File: src/rtl/core/png_cd_pkg.sv
// Shared types, constants and the chunk type lookup for the PNG chunk deframer.
package png_cd_pkg;

    // Byte regions, as reported on the result channel
    localparam logic [2:0] REGION_SIG     = 3'd0;
    localparam logic [2:0] REGION_LEN     = 3'd1;
    localparam logic [2:0] REGION_TYPE    = 3'd2;
    localparam logic [2:0] REGION_DATA    = 3'd3;
    localparam logic [2:0] REGION_CRC     = 3'd4;
    localparam logic [2:0] REGION_IGNORED = 3'd5;

    // Sticky status codes
    localparam logic [2:0] STATUS_OK       = 3'd0;
    localparam logic [2:0] STATUS_BADSIG   = 3'd1;
    localparam logic [2:0] STATUS_OVERFLOW = 3'd2;
    localparam logic [2:0] STATUS_ZERO     = 3'd3;
    localparam logic [2:0] STATUS_DONE     = 3'd4;

    localparam logic [3:0]  UNKNOWN_TYPE   = 4'd13;
    localparam logic [3:0]  IEND_INDEX     = 4'd3;
    localparam logic [15:0] MAX_LEN_RESET  = 16'hFFFF;
    localparam int          TYPE_TABLE_SIZE = 13;
    localparam int          TYPE_COUNT_DEF  = 13;

    // Result queue depth, power of two
    localparam int          FIFO_DEPTH = 2;

    localparam logic [7:0] SIG_BYTES [8] = '{
        8'h89, 8'h50, 8'h4e, 8'h47, 8'h0d, 8'h0a, 8'h1a, 8'h0a
    };

    // IHDR PLTE IDAT IEND tRNS cHRM gAMA iCCP sBIT sRGB cICP mDCV cLLI
    localparam logic [31:0] TYPE_CODES [TYPE_TABLE_SIZE] = '{
        32'h49484452, 32'h504c5445, 32'h49444154, 32'h49454e44,
        32'h74524e53, 32'h6348524d, 32'h67414d41, 32'h69434350,
        32'h73424954, 32'h73524742, 32'h63494350, 32'h6d444356,
        32'h634c4c49
    };

    // One classified byte
    typedef struct packed {
        logic [2:0]  region;
        logic [3:0]  type_index;
        logic [15:0] cur_len;
        logic        chunk_last;
        logic [2:0]  status;
    } png_cd_rec_t;

    // Parallel compare of a type word against the first count table entries
    function automatic logic [3:0] type_lookup(input logic [31:0] code, input int count);
        logic [3:0] found;
        found = UNKNOWN_TYPE;
        for (int i = 0; i < TYPE_TABLE_SIZE; i++) begin
            if (i < count && TYPE_CODES[i] == code) begin
                found = 4'(i);
            end
        end
        return found;
    endfunction

endpackage

File: src/rtl/core/png_cd_front.sv
// Front end: byte classifier and chunk walker state machine.
module png_cd_front #(
    parameter int TYPE_COUNT = png_cd_pkg::TYPE_COUNT_DEF
) (
    input  logic                     aclk,
    input  logic                     aresetn,
    input  logic                     cfg_wr_en,
    input  logic [15:0]              cfg_wr_data,
    input  logic                     byte_valid,
    input  logic [7:0]               in_byte,
    output png_cd_pkg::png_cd_rec_t  rec
);
    import png_cd_pkg::*;

    localparam logic [2:0] PH_SIG  = 3'd0;
    localparam logic [2:0] PH_LEN  = 3'd1;
    localparam logic [2:0] PH_TYPE = 3'd2;
    localparam logic [2:0] PH_DATA = 3'd3;
    localparam logic [2:0] PH_CRC  = 3'd4;
    localparam logic [2:0] PH_HALT = 3'd5;

    logic [2:0]  phase_reg, phase_next;
    logic [15:0] count_reg, count_next;
    logic [31:0] length_reg, length_next;
    logic [31:0] type_reg, type_next;
    logic [3:0]  matched_reg, matched_next;
    logic        end_seen_reg, end_seen_next;
    logic [2:0]  status_reg, status_next;
    logic [15:0] max_len_reg;

    logic [31:0] len_shift;
    logic [31:0] type_word;
    logic [3:0]  type_hit;
    logic [15:0] count_inc;
    logic [15:0] cur_len;

    assign len_shift = {length_reg[23:0], in_byte};
    assign type_word = {type_reg[23:0], in_byte};
    assign type_hit  = type_lookup(type_word, TYPE_COUNT);
    assign count_inc = count_reg + 16'd1;
    assign cur_len   = length_reg[15:0];

    always_comb begin
        phase_next    = phase_reg;
        count_next    = count_reg;
        length_next   = length_reg;
        type_next     = type_reg;
        matched_next  = matched_reg;
        end_seen_next = end_seen_reg;
        status_next   = status_reg;

        rec.region     = REGION_IGNORED;
        rec.type_index = UNKNOWN_TYPE;
        rec.cur_len    = 16'd0;
        rec.chunk_last = 1'b0;

        unique case (phase_reg)
            PH_SIG: begin
                rec.region = REGION_SIG;
                if (in_byte != SIG_BYTES[count_reg[2:0]]) begin
                    status_next = STATUS_BADSIG;
                    phase_next  = PH_HALT;
                end else if (count_reg >= 16'd7) begin
                    phase_next   = PH_LEN;
                    count_next   = 16'd0;
                    length_next  = 32'd0;
                    type_next    = 32'd0;
                    matched_next = UNKNOWN_TYPE;
                    end_seen_next = 1'b0;
                end else begin
                    count_next = count_inc;
                end
            end
            PH_LEN: begin
                rec.region  = REGION_LEN;
                length_next = len_shift;
                if (count_reg >= 16'd3) begin
                    if (len_shift > {16'd0, max_len_reg}) begin
                        status_next = STATUS_OVERFLOW;
                        phase_next  = PH_HALT;
                    end else begin
                        phase_next = PH_TYPE;
                        count_next = 16'd0;
                    end
                end else begin
                    count_next = count_inc;
                end
            end
            PH_TYPE: begin
                rec.region  = REGION_TYPE;
                rec.cur_len = cur_len;
                type_next   = type_word;
                if (count_reg >= 16'd3) begin
                    matched_next   = type_hit;
                    rec.type_index = type_hit;
                    end_seen_next  = (type_hit == IEND_INDEX);
                    count_next     = 16'd0;
                    if (cur_len == 16'd0) begin
                        if (type_hit == IEND_INDEX) begin
                            phase_next = PH_CRC;
                        end else begin
                            status_next = STATUS_ZERO;
                            phase_next  = PH_HALT;
                        end
                    end else begin
                        phase_next = PH_DATA;
                    end
                end else begin
                    count_next = count_inc;
                end
            end
            PH_DATA: begin
                rec.region     = REGION_DATA;
                rec.cur_len    = cur_len;
                rec.type_index = matched_reg;
                if (count_inc >= cur_len) begin
                    phase_next = PH_CRC;
                    count_next = 16'd0;
                end else begin
                    count_next = count_inc;
                end
            end
            PH_CRC: begin
                rec.region     = REGION_CRC;
                rec.cur_len    = cur_len;
                rec.type_index = matched_reg;
                if (count_reg >= 16'd3) begin
                    rec.chunk_last = 1'b1;
                    if (end_seen_reg) begin
                        status_next = STATUS_DONE;
                        phase_next  = PH_HALT;
                    end else begin
                        phase_next    = PH_LEN;
                        count_next    = 16'd0;
                        length_next   = 32'd0;
                        type_next     = 32'd0;
                        matched_next  = UNKNOWN_TYPE;
                        end_seen_next = 1'b0;
                    end
                end else begin
                    count_next = count_inc;
                end
            end
            default: begin
                rec.region = REGION_IGNORED;
            end
        endcase

        rec.status = status_next;
    end

    always_ff @(posedge aclk) begin
        if (!aresetn) begin
            phase_reg    <= PH_SIG;
            count_reg    <= 16'd0;
            length_reg   <= 32'd0;
            type_reg     <= 32'd0;
            matched_reg  <= UNKNOWN_TYPE;
            end_seen_reg <= 1'b0;
            status_reg   <= STATUS_OK;
        end else if (byte_valid) begin
            phase_reg    <= phase_next;
            count_reg    <= count_next;
            length_reg   <= length_next;
            type_reg     <= type_next;
            matched_reg  <= matched_next;
            end_seen_reg <= end_seen_next;
            status_reg   <= status_next;
        end
    end

    always_ff @(posedge aclk) begin
        if (!aresetn) begin
            max_len_reg <= MAX_LEN_RESET;
        end else if (cfg_wr_en) begin
            max_len_reg <= cfg_wr_data;
        end
    end

endmodule

File: src/rtl/core/png_cd_fifo.sv
// Short queue of classified bytes between the front end and the output stage.
module png_cd_fifo (
    input  logic                     aclk,
    input  logic                     aresetn,
    input  logic                     push,
    input  png_cd_pkg::png_cd_rec_t  push_rec,
    output logic                     full,
    input  logic                     pop,
    output logic                     empty,
    output png_cd_pkg::png_cd_rec_t  pop_rec
);
    import png_cd_pkg::*;

    localparam int PTR_W = (FIFO_DEPTH > 1) ? $clog2(FIFO_DEPTH) : 1;
    localparam int CNT_W = $clog2(FIFO_DEPTH + 1);

    png_cd_rec_t      slots [FIFO_DEPTH];
    logic [PTR_W-1:0] wr_ptr_reg;
    logic [PTR_W-1:0] rd_ptr_reg;
    logic [CNT_W-1:0] count_reg;

    assign full    = (count_reg == CNT_W'(FIFO_DEPTH));
    assign empty   = (count_reg == '0);
    assign pop_rec = slots[rd_ptr_reg];

    always_ff @(posedge aclk) begin
        if (push) begin
            slots[wr_ptr_reg] <= push_rec;
        end
    end

    always_ff @(posedge aclk) begin
        if (!aresetn) begin
            wr_ptr_reg <= '0;
            rd_ptr_reg <= '0;
            count_reg  <= '0;
        end else begin
            if (push) begin
                wr_ptr_reg <= wr_ptr_reg + PTR_W'(1);
            end
            if (pop) begin
                rd_ptr_reg <= rd_ptr_reg + PTR_W'(1);
            end
            if (push && !pop) begin
                count_reg <= count_reg + CNT_W'(1);
            end else if (pop && !push) begin
                count_reg <= count_reg - CNT_W'(1);
            end
        end
    end

endmodule

File: src/rtl/core/png_cd_back.sv
// Back end: output register that packs queued records onto the result stream.
module png_cd_back (
    input  logic                     aclk,
    input  logic                     aresetn,
    input  logic                     q_empty,
    input  png_cd_pkg::png_cd_rec_t  q_rec,
    output logic                     q_pop,
    output logic                     m_tvalid,
    input  logic                     m_tready,
    output logic [23:0]              m_tdata,
    output logic [6:0]               m_tuser,
    output logic                     m_tlast
);
    import png_cd_pkg::*;

    logic        valid_reg;
    logic [23:0] data_reg;
    logic [6:0]  user_reg;
    logic        last_reg;

    assign q_pop    = !q_empty && (!valid_reg || m_tready);
    assign m_tvalid = valid_reg;
    assign m_tdata  = data_reg;
    assign m_tuser  = user_reg;
    assign m_tlast  = last_reg;

    always_ff @(posedge aclk) begin
        if (!aresetn) begin
            valid_reg <= 1'b0;
        end else if (q_pop) begin
            valid_reg <= 1'b1;
        end else if (m_tready) begin
            valid_reg <= 1'b0;
        end
    end

    always_ff @(posedge aclk) begin
        if (q_pop) begin
            data_reg <= {5'd0, q_rec.status, q_rec.cur_len};
            user_reg <= {q_rec.type_index, q_rec.region};
            last_reg <= q_rec.chunk_last;
        end
    end

endmodule

File: src/rtl/core/png_chunk_deframer.sv
// Top level of the PNG chunk deframer: byte walker, result queue and output stage.
//
//  channel   dir  handshake          contents
//  s_*       in   s_tvalid/s_tready  tdata[7:0] file byte
//  m_*       out  m_tvalid/m_tready  one result per byte: region, type, length, status
//  cfg_*     in   cfg_wr_en          cfg_wr_data[15:0] max chunk data length
//
// One byte per cycle sustained while m_ is not stalled; a result reaches m_ by way of
// the queue, which the walker writes at the accepting edge, and then the output register,
// which the queue loads once that register is empty or being taken.
// Synchronous active-low reset: walker to signature check, limit to 0xFFFF,
// queue and output empty.
// A stall on m_ fills the two-entry queue; s_tready drops only once it is full.
module png_chunk_deframer #(
    parameter int TYPE_COUNT = png_cd_pkg::TYPE_COUNT_DEF
) (
    input  logic        aclk,
    input  logic        aresetn,
    // configuration
    input  logic        cfg_wr_en,
    input  logic [15:0] cfg_wr_data,
    // input stream
    input  logic        s_tvalid,
    output logic        s_tready,
    input  logic [7:0]  s_tdata,   // [7:0] in_byte
    // result stream
    output logic        m_tvalid,
    input  logic        m_tready,
    output logic [23:0] m_tdata,   // [15:0] current_length, [18:16] status, [23:19] zero
    output logic [6:0]  m_tuser,   // [2:0] byte_region, [6:3] type_index
    output logic        m_tlast    // chunk_last: final CRC byte of a chunk
);
    import png_cd_pkg::*;

    png_cd_rec_t front_rec;
    png_cd_rec_t q_rec;
    logic        q_full;
    logic        q_empty;
    logic        q_pop;
    logic        byte_xfer;

    // Front end steps on every accepted transfer; the queue has room by construction.
    assign s_tready  = !q_full;
    assign byte_xfer = s_tvalid && s_tready;

    png_cd_front #(
        .TYPE_COUNT (TYPE_COUNT)
    ) u_front (
        .aclk        (aclk),
        .aresetn     (aresetn),
        .cfg_wr_en   (cfg_wr_en),
        .cfg_wr_data (cfg_wr_data),
        .byte_valid  (byte_xfer),
        .in_byte     (s_tdata),
        .rec         (front_rec)
    );

    // Decouples the walker from output backpressure.
    png_cd_fifo u_fifo (
        .aclk     (aclk),
        .aresetn  (aresetn),
        .push     (byte_xfer),
        .push_rec (front_rec),
        .full     (q_full),
        .pop      (q_pop),
        .empty    (q_empty),
        .pop_rec  (q_rec)
    );

    png_cd_back u_back (
        .aclk     (aclk),
        .aresetn  (aresetn),
        .q_empty  (q_empty),
        .q_rec    (q_rec),
        .q_pop    (q_pop),
        .m_tvalid (m_tvalid),
        .m_tready (m_tready),
        .m_tdata  (m_tdata),
        .m_tuser  (m_tuser),
        .m_tlast  (m_tlast)
    );

endmodule
File: config.mk
export PLATFORM = sky130hd
export DESIGN_NAME = png_chunk_deframer
export DESIGN_NICKNAME = d
export VERILOG_FILES = /design/src/rtl/core/png_cd_pkg.sv /design/src/rtl/core/png_cd_front.sv /design/src/rtl/core/png_cd_fifo.sv /design/src/rtl/core/png_cd_back.sv /design/src/rtl/core/png_chunk_deframer.sv
export SDC_FILE = /design/constraint.sdc
export NUM_CORES = 1
export LEC_CHECK = 0
export BUFFER_PORTS_ARGS = -buffer_cell sky130_fd_sc_hd__buf_2
export CAP_MARGIN = 15
export CORE_MARGIN = 2
export CORE_UTILIZATION = 38
export CTS_BUF_LIST = sky130_fd_sc_hd__clkbuf_8
export CTS_CLUSTER_DIAMETER = 80
export DETAILED_ROUTE_END_ITERATION = 16
export PLACE_DENSITY = 0.51
export SYNTH_ARGS = -nofsm -noshare
export SYNTH_HDL_FRONTEND = slang
export SYNTH_SLANG_ARGS = --single-unit
export TNS_END_PERCENT = 20
File: constraint.sdc
create_clock -name aclk -period 11.2 [get_ports aclk]
set_clock_uncertainty 0.2 [all_clocks]
set_input_delay 1.12 -clock aclk [delete_from_list [all_inputs] [get_ports aclk]]
set_output_delay 1.12 -clock aclk [all_outputs]
set_load 0.01 [all_outputs]
==> summary.md, run 1 <==
| Metric | Value |
|---|---|
| Status | `complete, no violations` |
| Avg Cell Area, Syn | `9.682 um2` |
| Postcts setup bufs | `0` |
| Final Hold Fails | `0` |
| Cts bufs inserted | `17` |
| CP peak stage delay | `0.78 ns` |
| R2R cell count | `14` |
| Worst setup EP type | `register` |
| Clock Path Buffers | `2` |
| Worst slew pin tran | `1.009 ns` |
| Via Count | `6997` |
| Critical path peak fanout | `18` |
| Nets | `1027` |
| Most used cell, CP | `nor2_1` |
| Setup_tns | `0 ns` |
| Root Driver | `clkbuf_8` |
| First-pass GRT wire length | `36620 um` |
| Routability cong. | `0.8956` |
| DRT iter0 DRCs | `490` |
| Area after DPL | `9518 um2` |
| Slowest-stage cell, CP | `nor4_1` |
| Die height | `157.9 um` |
| Switch Pwr | `0.6932 mW` |
| Yosys warnings | `0` |
| Clk slew on worst S/H paths | `0.11 ns` |
| Hold Crit Class | `register to register` |
| Max reg flops | `54` |
| Final Cycle Share | `40.34%` |
| Io pins | `63` |
| Total Wirelength | `22110 um` |
| Post-cts resize count | `0` |
| Row cnt | `56` |
| Max-cap violations | `0` |
| Area leader, netlist | `edfxtp_1` |
| Num Clock Sinks | `177` |
| Sequential element share of the synthesized area | `48.41%` |
| CTS tree | `done` |
| Post-Place Cells | `1259` |
| Slew margin rel. | `32.76%` |
| Global Route Usage Sum | `18.65%` |
| WL/cell | `17.12 um` |
| Async set-reset flop share out of synthesis | `0%` |
| Worst path cell trace | `nand4_1 > nor2_1 > nand3_1 > nor2_1 > nand3_1 > nor2_1 > xor2_1 > ha_1 > and3_1 > o2111ai_1 > o211a_1 > nor4_1 > o221ai_1 > a21oi_1` |
| Worst EP required | `11.41 ns` |
| DRC viols | `0` |
| Area Overhead vs Synth | `10.43%` |
| Unique cell type count in the Yosys netlist | `82` |
| Die Wd | `157.9 um` |
| Vias in the first global route | `6922` |
| Layout cells sized above 1 | `15.62%` |
| Critical Path AT | `4.73 ns` |
| Worst-Skew Late Latency | `0.48 ns` |
| Port Buffer Count | `57` |
| Drt pass-1 iters | `6` |
| WP buf/inv | `0` |
| Reg power frac | `46.0%` |
| Count leader, synth | `dfxtp_1` |
| Post-CTS Hold Buffers | `0` |
| Max Freq | `221.3 MHz` |
| Combinational Power Share | `29.4%` |
| Final setup margin | `6.682 ns` |
| Leak | `3.556 nW` |
| Power Density | `188.6 nW/um2` |
| Finish-stage setup viols | `0` |
| Post-synth EDFFs | `81` |
| Final Non-Filler Cells | `1292` |
| P_int | `1.180 mW` |
| Power Total | `1.873 mW` |
| Unrepaired setup endpoints after global routing | `no` |
| Sw frac | `37.01%` |
| CP top delay family | `simple AND/OR/NAND/NOR gates` |
| H-tree depth | `4` |
| Clk pwr share | `24.6%` |
| Largest net degree at the start of global routing | `60` |
| Post-Syn Area | `8995 um2` |
| Commonest register cell after synthesis | `dfxtp_1` |
| # diodes | `0` |
| Tmin final | `4.518 ns` |
| Synth Register Bits | `177` |
| Initial Utilization | `38.55%` |
| Top cells by count, synth | `dfxtp_1, nand2_1, edfxtp_1` |
| Synth area leaders | `edfxtp_1, dfxtp_1, ha_1, nand3_1, nand2_1` |
| Pre-CTS setup slack | `6.349 ns` |
| Post-route ant nets | `0` |
| CP Class | `register to register` |
| Die ar. | `24920 um2` |
| Syn Inst Count | `929` |
| Total gr overflow | `0` |
| DP Wirelength | `15010 um` |
| Worst Hold Depth | `2` |
| Vias per inst | `5.416` |
| Max-slew violations | `0` |
| Crit start category | `register` |
| Peak VDD IR | `0.1575 mV` |
| Core box area | `23330 um2` |
| Worst path depth | `14` |
| Synth top area share | `27.04%` |
| Final Instance Area | `9933 um2` |
| Initial antenna violation count | `0` |
path summary, 6_finish.rpt:
check	slack, ns	startpoint	to
min	0.26	u_front.length_reg[19]	u_front.length_reg[19]
min reg2reg	0.26	u_front.length_reg[19]	u_front.length_reg[19]
max	6.68	u_front.count_reg[2]	u_front.phase_reg[2]
max reg2reg	6.68	u_front.count_reg[2]	u_front.phase_reg[2]
cells by family after synthesis:
logic type | count (synthesis) | share of synthesized area (%)
xor gates and xnor gates | 22 | 2.142
and+or+nand+nor | 370 | 21.51
buffers and inverters | 109 | 5.147
adders and majority gates | 38 | 5.286
other | 1 | 0.04169
muxes | 30 | 3.714
DFF | 177 | 48.41
AOI/OAI and AO/OA | 182 | 13.76
power by group through the flow:
stage,logic [mW],clock network [mW],registers [mW]
after floorplan,0.381,0,0.876
after global placement,0.554,0,0.875
after detailed placement,0.552,0,0.877
after CTS,0.554,0.473,0.862
after global routing,0.616,0.498,0.875
final,0.551,0.460,0.861
metal layers:
metal  share of wire [%]  up-vias  GRT usage (%)
li1                    -     3473              -
met1                  46     3319          24.46
met2                  48      162          30.87
met3                 3.4       43          3.148
met4                 2.6        0          6.970
met5                   0        -              0
tightest hold or removal path, delay by kind of cell (launching register included):
| kind | cells | cell delay, ns |
|---|---|---|
| AOI/OAI and AO/OA | 1 | 0.05 |
| DFF | 1 | 0.33 |
| and+or+nand+nor | 1 | 0.05 |
per-stage QoR:
step,util (%),hold WS [ns]
global route,42.57,0.2838
CTS,42.52,0.2620
detailed placement,40.79,0.2470
global placement,40.79,0.2399
finish,42.57,0.2589
floorplan,-,0.2281
area by class of cell:
| cell class | count | area [um2] |
|---|---|---|
| clock buffer | 17 | 234.0 |
| multi-input combinational | 647 | 4217 |
| clock inverter | 15 | 170.2 |
| fill | 2349 | 13400 |
| inverter | 48 | 180.2 |
| sequential | 177 | 4354 |
| tap | 319 | 399.1 |
| timing repair buffer | 69 | 379.1 |
layout by cell type (no fill, tap or decap), types with 13 or more instances in the layout:
master / n
inv_1: 46
ha_1: 38
nor3_1: 18
nand3_1: 73
a21oi_1: 51
o31ai_1: 17
nor4_1: 17
nor2_1: 70
buf_2: 57
o21ai_0: 26
nand2_1: 84
o211ai_1: 19
edfxtp_1: 81
dfxtp_1: 96
mux2_2: 27
xnor2_1: 13
clkbuf_8: 17
nand4_1: 21
(Power assumes the default switching activity.)
==> run 2, diff against run 1 <==
--- a/config.mk
+++ b/config.mk
@@ -5,6 +5,7 @@
 export SDC_FILE = /design/constraint.sdc
 export NUM_CORES = 1
 export LEC_CHECK = 0
+export ABC_AREA = 1
 export BUFFER_PORTS_ARGS = -buffer_cell sky130_fd_sc_hd__buf_2
 export CAP_MARGIN = 15
 export CORE_MARGIN = 2
==> constraint.sdc (replaced) <==
create_clock -name aclk -period 4.45 [get_ports aclk]
set_clock_uncertainty 0.2 [all_clocks]
set_input_delay 0.445 -clock aclk [delete_from_list [all_inputs] [get_ports aclk]]
set_output_delay 0.445 -clock aclk [all_outputs]
set_load 0.01 [all_outputs]
==> run 2 against run 1 <==
Compared with the run above:
- critical path depth increased by 5
- via count increased by 9.3%
- worst hold slack got worse by 0.22 ns
- clock power rose by 150%
- area after synthesis is 3.1% higher
- non-clock buffer count grew 10
- fmax increased by 15%
- power rose to 3.7 times the previous value
- first-iteration DRC count up 1.6%
- final area increased by 4.4%
- sequential share of layout area shrank 1.8 points
- critical endpoint is now u_front.count_reg[14]
- largest cell class unchanged
==> summary.md, run 2 <==
| Metric | Value |
|---|---|
| CTS tree | `done (unchanged)` |
| H-tree depth | `4 (unchanged)` |
| Unique cell type count in the Yosys netlist | `43 (was 82)` |
| First-pass GRT wire length | `38760 um (was 36620 um)` |
| Port Buffer Count | `57 (unchanged)` |
| Layout cells sized above 1 | `11.20% (was 15.62%)` |
| Row cnt | `57 (was 56)` |
| Clock Path Buffers | `2 (unchanged)` |
| Final Hold Fails | `0 (unchanged)` |
| Setup_tns | `0 ns (unchanged)` |
| Syn Inst Count | `1146 (was 929)` |
| Critical path peak fanout | `13 (was 18)` |
| Root Driver | `clkbuf_8 (unchanged)` |
| Die Wd | `160.2 um (was 157.9 um)` |
| Commonest register cell after synthesis | `dfxtp_1 (unchanged)` |
| Routability cong. | `0.9097 (was 0.8956)` |
| Most common cell after layout, fill and taps aside | `nand2_1 (was dfxtp_1)` |
| Leak | `4.379 nW (was 3.556 nW)` |
| Fillers | `2519 (was 2349)` |
| Nets | `1268 (was 1027)` |
| Max reg flops | `54 (unchanged)` |
| Post-Syn Area | `9270 um2 (was 8995 um2)` |
| Max-cap violations | `0 (unchanged)` |
| Final Cycle Share | `88.52% (was 40.34%)` |
| Num Clock Sinks | `177 (unchanged)` |
| Worst path depth | `19 (was 14)` |
| Worst EP required | `4.61 ns (was 11.41 ns)` |
| Area leader, netlist | `edfxtp_1 (unchanged)` |
| CP top delay family | `simple AND/OR/NAND/NOR gates (unchanged)` |
| WP buf/inv | `2 (was 0)` |
| Sequential element share of the synthesized area | `46.97% (was 48.41%)` |
| DRT iter0 DRCs | `498 (was 490)` |
| Global Route Usage Sum | `19.13% (was 18.65%)` |
| Hold Crit Start | `cfg_wr_data[2] (was u_front.length_reg[19])` |
| Worst-Skew Late Latency | `0.48 ns (about the same)` |
| Worst setup EP type | `register (unchanged)` |
| Hold Crit Class | `input pin to register (was register to register)` |
| CP peak stage delay | `0.47 ns (was 0.78 ns)` |
| Crit path from | `u_front.count_reg[1] (was u_front.count_reg[2])` |
| Max-slew violations | `0 (unchanged)` |
| DP Wirelength | `17570 um (was 15010 um)` |
| Reg2Reg Setup Slack | `0.51 ns (was 6.68 ns)` |
| R2r endpoint | `u_front.count_reg[14] (was u_front.phase_reg[2])` |
| Finish-stage setup viols | `0 (unchanged)` |
| Area after DPL | `9818 um2 (was 9518 um2)` |
| Final Instance Area | `10370 um2 (was 9933 um2)` |
| Vias in the first global route | `7163 (was 6922)` |
| Post-Place Cells | `1492 (was 1259)` |
| Tmin final | `3.939 ns (was 4.518 ns)` |
| Unrepaired setup endpoints after global routing | `no (unchanged)` |
| Slew margin rel. | `45.78% (was 32.76%)` |
| Power Density | `674.0 nW/um2 (was 188.6 nW/um2)` |
| Avg Cell Area, Syn | `8.089 um2 (was 9.682 um2)` |
| CP Class | `register to register (unchanged)` |
| Cts bufs inserted | `17 (unchanged)` |
| Io pins | `63 (unchanged)` |
| DRC viols | `0 (unchanged)` |
| Status | `complete, no violations (unchanged)` |
| WL/cell | `15.68 um (was 17.12 um)` |
| Synth area leaders | `edfxtp_1, dfxtp_1, nand2_1, inv_1, a21oi_1 (was edfxtp_1, dfxtp_1, ha_1, nand3_1, nand2_1)` |
| Count leader, synth | `nand2_1 (was dfxtp_1)` |
| Async set-reset flop share out of synthesis | `0% (unchanged)` |
| Die height | `160.2 um (was 157.9 um)` |
| Initial antenna violation count | `0 (unchanged)` |
| Total gr overflow | `0 (unchanged)` |
| Synth top area share | `26.24% (was 27.04%)` |
| Post-cts resize count | `0 (unchanged)` |
| Slowest-stage cell, CP | `dfxtp_1 (was nor4_1)` |
| Setup crit end | `u_front.count_reg[14] (was u_front.phase_reg[2])` |
| Crit start category | `register (unchanged)` |
| Clk slew on worst S/H paths | `0.10 ns (was 0.11 ns)` |
| Post-synth EDFFs | `81 (unchanged)` |
| Commonest non-fill, non-tap cells in the layout | `nand2_1, inv_1, nor2_1 (was dfxtp_1, nand2_1, edfxtp_1)` |
| Yosys warnings | `0 (unchanged)` |
| Worst path cell trace | `ha_1 > nand2_1 > nor2_1 > inv_1 > nor2_1 > nand3_1 > nor3_2 > nand3_1 > xor2_1 > ha_1 > nand2_1 > inv_1 > nand3_1 > nor3_1 > nand2_1 > nand4_1 > nand3_1 > a31oi_1 > nor2_1 (was nand4_1 > nor2_1 > nand3_1 > nor2_1 > nand3_1 > nor2_1 > xor2_1 > ha_1 > and3_1 > o2111ai_1 > o211a_1 > nor4_1 > o221ai_1 > a21oi_1)` |
| # diodes | `0 (unchanged)` |
| Peak VDD IR | `0.2320 mV (was 0.1575 mV)` |
| Final Non-Filler Cells | `1538 (was 1292)` |
| RR Startpoint | `u_front.count_reg[1] (was u_front.count_reg[2])` |
| Post-route ant nets | `0 (unchanged)` |
| Die ar. | `25660 um2 (was 24920 um2)` |
| Area Overhead vs Synth | `11.84% (was 10.43%)` |
| Drt pass-1 iters | `5 (was 6)` |
| Vias per inst | `4.975 (was 5.416)` |
| Power Total | `6.988 mW (was 1.873 mW)` |
| Largest net degree at the start of global routing | `49 (was 60)` |
| Worst slew pin tran | `0.8114 ns (was 1.009 ns)` |
| Via Count | `7651 (was 6997)` |
| Critical Path AT | `4.10 ns (was 4.73 ns)` |
| Max Freq | `253.9 MHz (was 221.3 MHz)` |
| Most used cell, CP | `nand3_1 (was nor2_1)` |
| Top cells by count, synth | `nand2_1, inv_1, nor2_1 (was dfxtp_1, nand2_1, edfxtp_1)` |
| Synth Register Bits | `177 (unchanged)` |
| R2R cell count | `19 (was 14)` |
| Total Wirelength | `24120 um (was 22110 um)` |
| Initial Utilization | `38.46% (was 38.55%)` |
| Core box area | `24110 um2 (was 23330 um2)` |
## run 2: layer usage
metal	vias up	wire length [um]	global-route usage, %
met1	3537	12150	27.44
met2	129	11050	30.60
met4	0	306	4.996
li1	3967	-	-
met5	-	0	0
met3	18	612	2.416
## run 2: layout make-up
class / instances / area, um2 / area share [%]
flip-flops and latches: 177 / 4354 / 42.00
clock inverters: 15 / 175.2 / 1.690
multi-input cells: 779 / 4159 / 40.12
inverters: 147 / 554.3 / 5.346
clock buffers: 17 / 234.0 / 2.257
repair buffers: 79 / 485.5 / 4.683
well taps: 324 / 405.4 / 3.910
## run 2: worst min path at each step
stage | endpoint | slack (ns) | cells after the start
floorplan | u_front.matched_reg[3] | 0.23 | 2
global route | u_front.max_len_reg[0] | 0.02 | 3
finish | u_front.max_len_reg[2] | 0.04 | 3
detailed placement | u_front.length_reg[16] | 0.26 | 2
global placement | u_front.length_reg[20] | 0.25 | 2
CTS | u_front.max_len_reg[0] | 0.02 | 3
## run 2: worst reg2reg max path, delay by kind of cell, from the launching register on
family,cells,cell delay (ns)
xor+xnor,1,0.17
compound gates,1,0.33
flops,1,0.47
simple gates,13,2.04
fa+ha+maj,2,0.52
buf+inv,2,0.12
## run 2: per-stage QoR
step,util [%],hold WS [ns],setup slack (ns)
after global placement,40.73,0.2540,0.6532
after detailed placement,40.73,0.2595,0.4952
final,43.01,0.03554,0.5109
after floorplan,-,0.2338,1.213
after CTS,43.01,0.02140,0.5002
after global routing,43.01,0.01834,0.1684
## run 2: what timing repair did
| item | 4_1_cts | 5_1_grt |
|---|---|---|
| endpoints found under the hold margin | 14 | 0 |
| setup buffers | 0 | 0 |
| hold buffers | 14 | 0 |
| setup endpoints to repair | 0 | 0 |
## run 2: report_power, final
group / leakage [nW] / total [mW] / internal (mW) / switching (mW)
logic: 2.62 / 3.22 / 0.972 / 2.25
clock network: 0.202 / 1.15 / 0.435 / 0.716
registers: 1.56 / 2.61 / 2.33 / 0.280
total: 4.38 / 6.99 / 3.74 / 3.25
## run 2: cells by family (layout without fill, tap and decap cells)
family | count (synthesis) | after routing | synth area share [%]
compound gates | 210 | 210 | 13.55
xor+xnor | 18 | 18 | 1.701
flops | 177 | 177 | 46.97
buf+inv | 194 | 258 | 8.611
simple gates | 508 | 508 | 24.00
other cells | 1 | 5 | 0.04045
fa+ha+maj | 38 | 38 | 5.129
==> run 3, diff against run 2 <==
--- a/config.mk
+++ b/config.mk
@@ -6,13 +6,13 @@
 export NUM_CORES = 1
 export LEC_CHECK = 0
 export ABC_AREA = 1
-export BUFFER_PORTS_ARGS = -buffer_cell sky130_fd_sc_hd__buf_2
 export CAP_MARGIN = 15
 export CORE_MARGIN = 2
-export CORE_UTILIZATION = 38
+export CORE_UTILIZATION = 40
 export CTS_BUF_LIST = sky130_fd_sc_hd__clkbuf_8
 export CTS_CLUSTER_DIAMETER = 80
 export DETAILED_ROUTE_END_ITERATION = 16
+export DONT_BUFFER_PORTS = 1
 export PLACE_DENSITY = 0.51
 export SYNTH_ARGS = -nofsm -noshare
 export SYNTH_HDL_FRONTEND = slang
==> run 3 against run 2 <==
Compared with the run above:
- fmax is 0.45% lower
- worst hold slack improved by 0.16 ns
- final cell count down 5.4%
- via count is 1.1% lower
- critical path depth unchanged
- register-to-register slack got worse by 0.02 ns
- flip-flop and latch count is the same
- count of clock-buffer cells in the layout unchanged
- global-route usage rose by 2.0 points
- largest cell class unchanged
- largest power group unchanged
- highest routed layer unchanged
==> summary.md, run 3 (synthesis gave the netlist of run 2 again) <==
| Metric | Value |
|---|---|
| Row cnt | `55 (was 57)` |
| Reg2Reg Setup Slack | `0.49 ns (was 0.51 ns)` |
| Layout cells sized above 1 | `6.667% (was 11.20%)` |
| Die ar. | `24410 um2 (was 25660 um2)` |
| Num Clock Sinks | `177 (unchanged)` |
| Total Wirelength | `24660 um (was 24120 um)` |
| Post-route ant nets | `0 (unchanged)` |
| Max Freq | `252.7 MHz (was 253.9 MHz)` |
| CP top delay family | `simple AND/OR/NAND/NOR gates (unchanged)` |
| Post-Place Cells | `1396 (was 1492)` |
| Final Non-Filler Cells | `1455 (was 1538)` |
| RR Startpoint | `u_front.count_reg[1] (unchanged)` |
| Core box area | `22710 um2 (was 24110 um2)` |
| Hold Crit Class | `input pin to register (unchanged)` |
| Slowest-stage cell, CP | `dfxtp_1 (unchanged)` |
| DRT iter0 DRCs | `784 (was 498)` |
| Setup_tns | `0 ns (unchanged)` |
| Port Buffer Count | `0 (was 57)` |
| Largest net degree at the start of global routing | `49 (unchanged)` |
| Worst setup EP type | `register (unchanged)` |
| Initial Utilization | `40.82% (was 38.46%)` |
| Area Overhead vs Synth | `9.394% (was 11.84%)` |
| Max reg flops | `54 (unchanged)` |
| # diodes | `0 (unchanged)` |
| Routability cong. | `0.9178 (was 0.9097)` |
| Critical path peak fanout | `13 (unchanged)` |
| Root Driver | `clkbuf_8 (unchanged)` |
| H-tree depth | `4 (unchanged)` |
| Commonest non-fill, non-tap cells in the layout | `nand2_1, inv_1, nor2_1 (unchanged)` |
| CP peak stage delay | `0.48 ns (was 0.47 ns)` |
| Final Hold Fails | `0 (unchanged)` |
| DRC viols | `0 (unchanged)` |
| Power Density | `681.4 nW/um2 (was 674.0 nW/um2)` |
| Worst Hold Depth | `3 (unchanged)` |
| Leak | `4.204 nW (was 4.379 nW)` |
| Via Count | `7564 (was 7651)` |
| Final Cycle Share | `88.92% (was 88.52%)` |
| Final setup margin | `0.4930 ns (was 0.5109 ns)` |
| Worst slew pin tran | `1.026 ns (was 0.8114 ns)` |
| Vias in the first global route | `7145 (was 7163)` |
| Pre-CTS setup slack | `0.4848 ns (was 0.4952 ns)` |
| Crit start category | `register (unchanged)` |
| Worst EP required | `4.60 ns (was 4.61 ns)` |
| Drt pass-1 iters | `6 (was 5)` |
| Nets | `1224 (was 1268)` |
| Io pins | `63 (unchanged)` |
| DP Wirelength | `17360 um (was 17570 um)` |
| First-pass GRT wire length | `39780 um (was 38760 um)` |
| WP buf/inv | `2 (unchanged)` |
| Vias per inst | `5.199 (was 4.975)` |
| Clk slew on worst S/H paths | `0.10 ns (about the same)` |
| Area of the multi-input gates | `4149 um2 (was 4159 um2)` |
| Slew margin rel. | `31.51% (was 45.78%)` |
| CP Class | `register to register (unchanged)` |
| Initial antenna violation count | `0 (unchanged)` |
| Die Wd | `156.2 um (was 160.2 um)` |
| Sequential cell area | `4354 um2 (unchanged)` |
| Hold path endpoint | `u_fifo.wr_ptr_reg (was u_front.max_len_reg[2])` |
| Cts bufs inserted | `17 (unchanged)` |
| Finish-stage setup viols | `0 (unchanged)` |
| Most used cell, CP | `nand3_1 (unchanged)` |
| CTS tree | `done (unchanged)` |
| WL/cell | `16.95 um (was 15.68 um)` |
| Peak VDD IR | `0.2649 mV (was 0.2320 mV)` |
| Most common cell after layout, fill and taps aside | `nand2_1 (unchanged)` |
| Tmin final | `3.957 ns (was 3.939 ns)` |
| Status | `complete, no violations (unchanged)` |
| Worst-Skew Late Latency | `0.48 ns (about the same)` |
| Post-cts resize count | `0 (unchanged)` |
| Hold Crit Start | `s_tvalid (was cfg_wr_data[2])` |
| Worst path cell trace | `ha_1 > nand2_1 > nor2_1 > inv_1 > nor2_1 > nand3_1 > nor3_2 > nand3_1 > xor2_1 > ha_1 > nand2_1 > inv_1 > nand3_1 > nor3_1 > nand2_1 > nand4_1 > nand3_1 > a31oi_1 > nor2_1 (unchanged)` |
| Global Route Usage Sum | `21.15% (was 19.13%)` |
| Max-slew violations | `0 (unchanged)` |
| Unrepaired setup endpoints after global routing | `no (unchanged)` |
| Total gr overflow | `0 (unchanged)` |
| Die height | `156.2 um (was 160.2 um)` |
| Clock Path Buffers | `2 (unchanged)` |
| R2r endpoint | `u_front.count_reg[9] (was u_front.count_reg[14])` |
| Fillers | `2285 (was 2519)` |
| Max-cap violations | `0 (unchanged)` |
| Critical Path AT | `4.11 ns (was 4.10 ns)` |
| R2R cell count | `19 (unchanged)` |
## run 3: cell count changes in the layout (fill, tap and decap cells not counted), moves of 2 or more
cell and change:
buf_2 -57, clkinv_8 -2, dlygate4sd3_1 +13, inv_12 -2, inv_8 +2, nor2_2 +2, nor2_4 -2
## run 3: worst min-delay path: stages
cell,delay [ns]
nand2_1,0.23
nor2_2,0.07
nor2_1,0.09
## run 3: area by class of cell
type                       instances  area share [%]
sequential                       177           42.94
multi-input combinational        779           40.91
clock buffer                      17           2.307
tap                              285           3.516
inverter                         147           5.466
clock inverter                    15           1.604
timing repair buffer              35           3.257
## run 3: power by group
group / total, mW / switching (mW) / internal, mW
Sequential: 2.71 / 0.370 / 2.34
Combinational: 3.05 / 2.16 / 0.884
Clock: 1.15 / 0.680 / 0.470
## run 3: metrics by stage
stage / hold WS, ns / util (%) / power, mW / area [um2]
after floorplan: 0.2338 / - / 4.937 / 9285
after global routing: 0.1785 / 44.66 / 7.518 / 10140
final: 0.1999 / 44.66 / 6.910 / 10140
after CTS: 0.1779 / 44.66 / 6.938 / 10140
after detailed placement: 0.2614 / 41.72 / 5.756 / 9474
after global placement: 0.2555 / 41.72 / 5.757 / 9474
## run 3: per-layer routing
metal | part of all wire, % | vias up | global-route usage (%)
met5 | 0 | - | 0
met4 | 2.1 | 0 | 6.859
met3 | 4.3 | 41 | 3.102
met2 | 44 | 208 | 32.51
met1 | 49 | 3437 | 30.63
li1 | - | 3878 | -
## run 3: worst max path at each step
stage	endpoint	cells after the start	from	slack, ns
2_1_floorplan	u_front.count_reg[3]	20	u_front.count_reg[1]	1.21
3_3_place_gp	u_front.count_reg[14]	19	u_front.count_reg[1]	0.60
3_5_place_dp	u_front.count_reg[14]	19	u_front.count_reg[1]	0.48
4_1_cts	u_front.count_reg[9]	19	u_front.count_reg[1]	0.49
5_1_grt	u_front.count_reg[14]	19	u_front.count_reg[1]	0.06
6_report	u_front.count_reg[9]	19	u_front.count_reg[1]	0.49
## run 3: what timing repair did
item,CTS,global route
hold endpoints to repair,54,0
buffers inserted,0,0
hold buffers,27,0
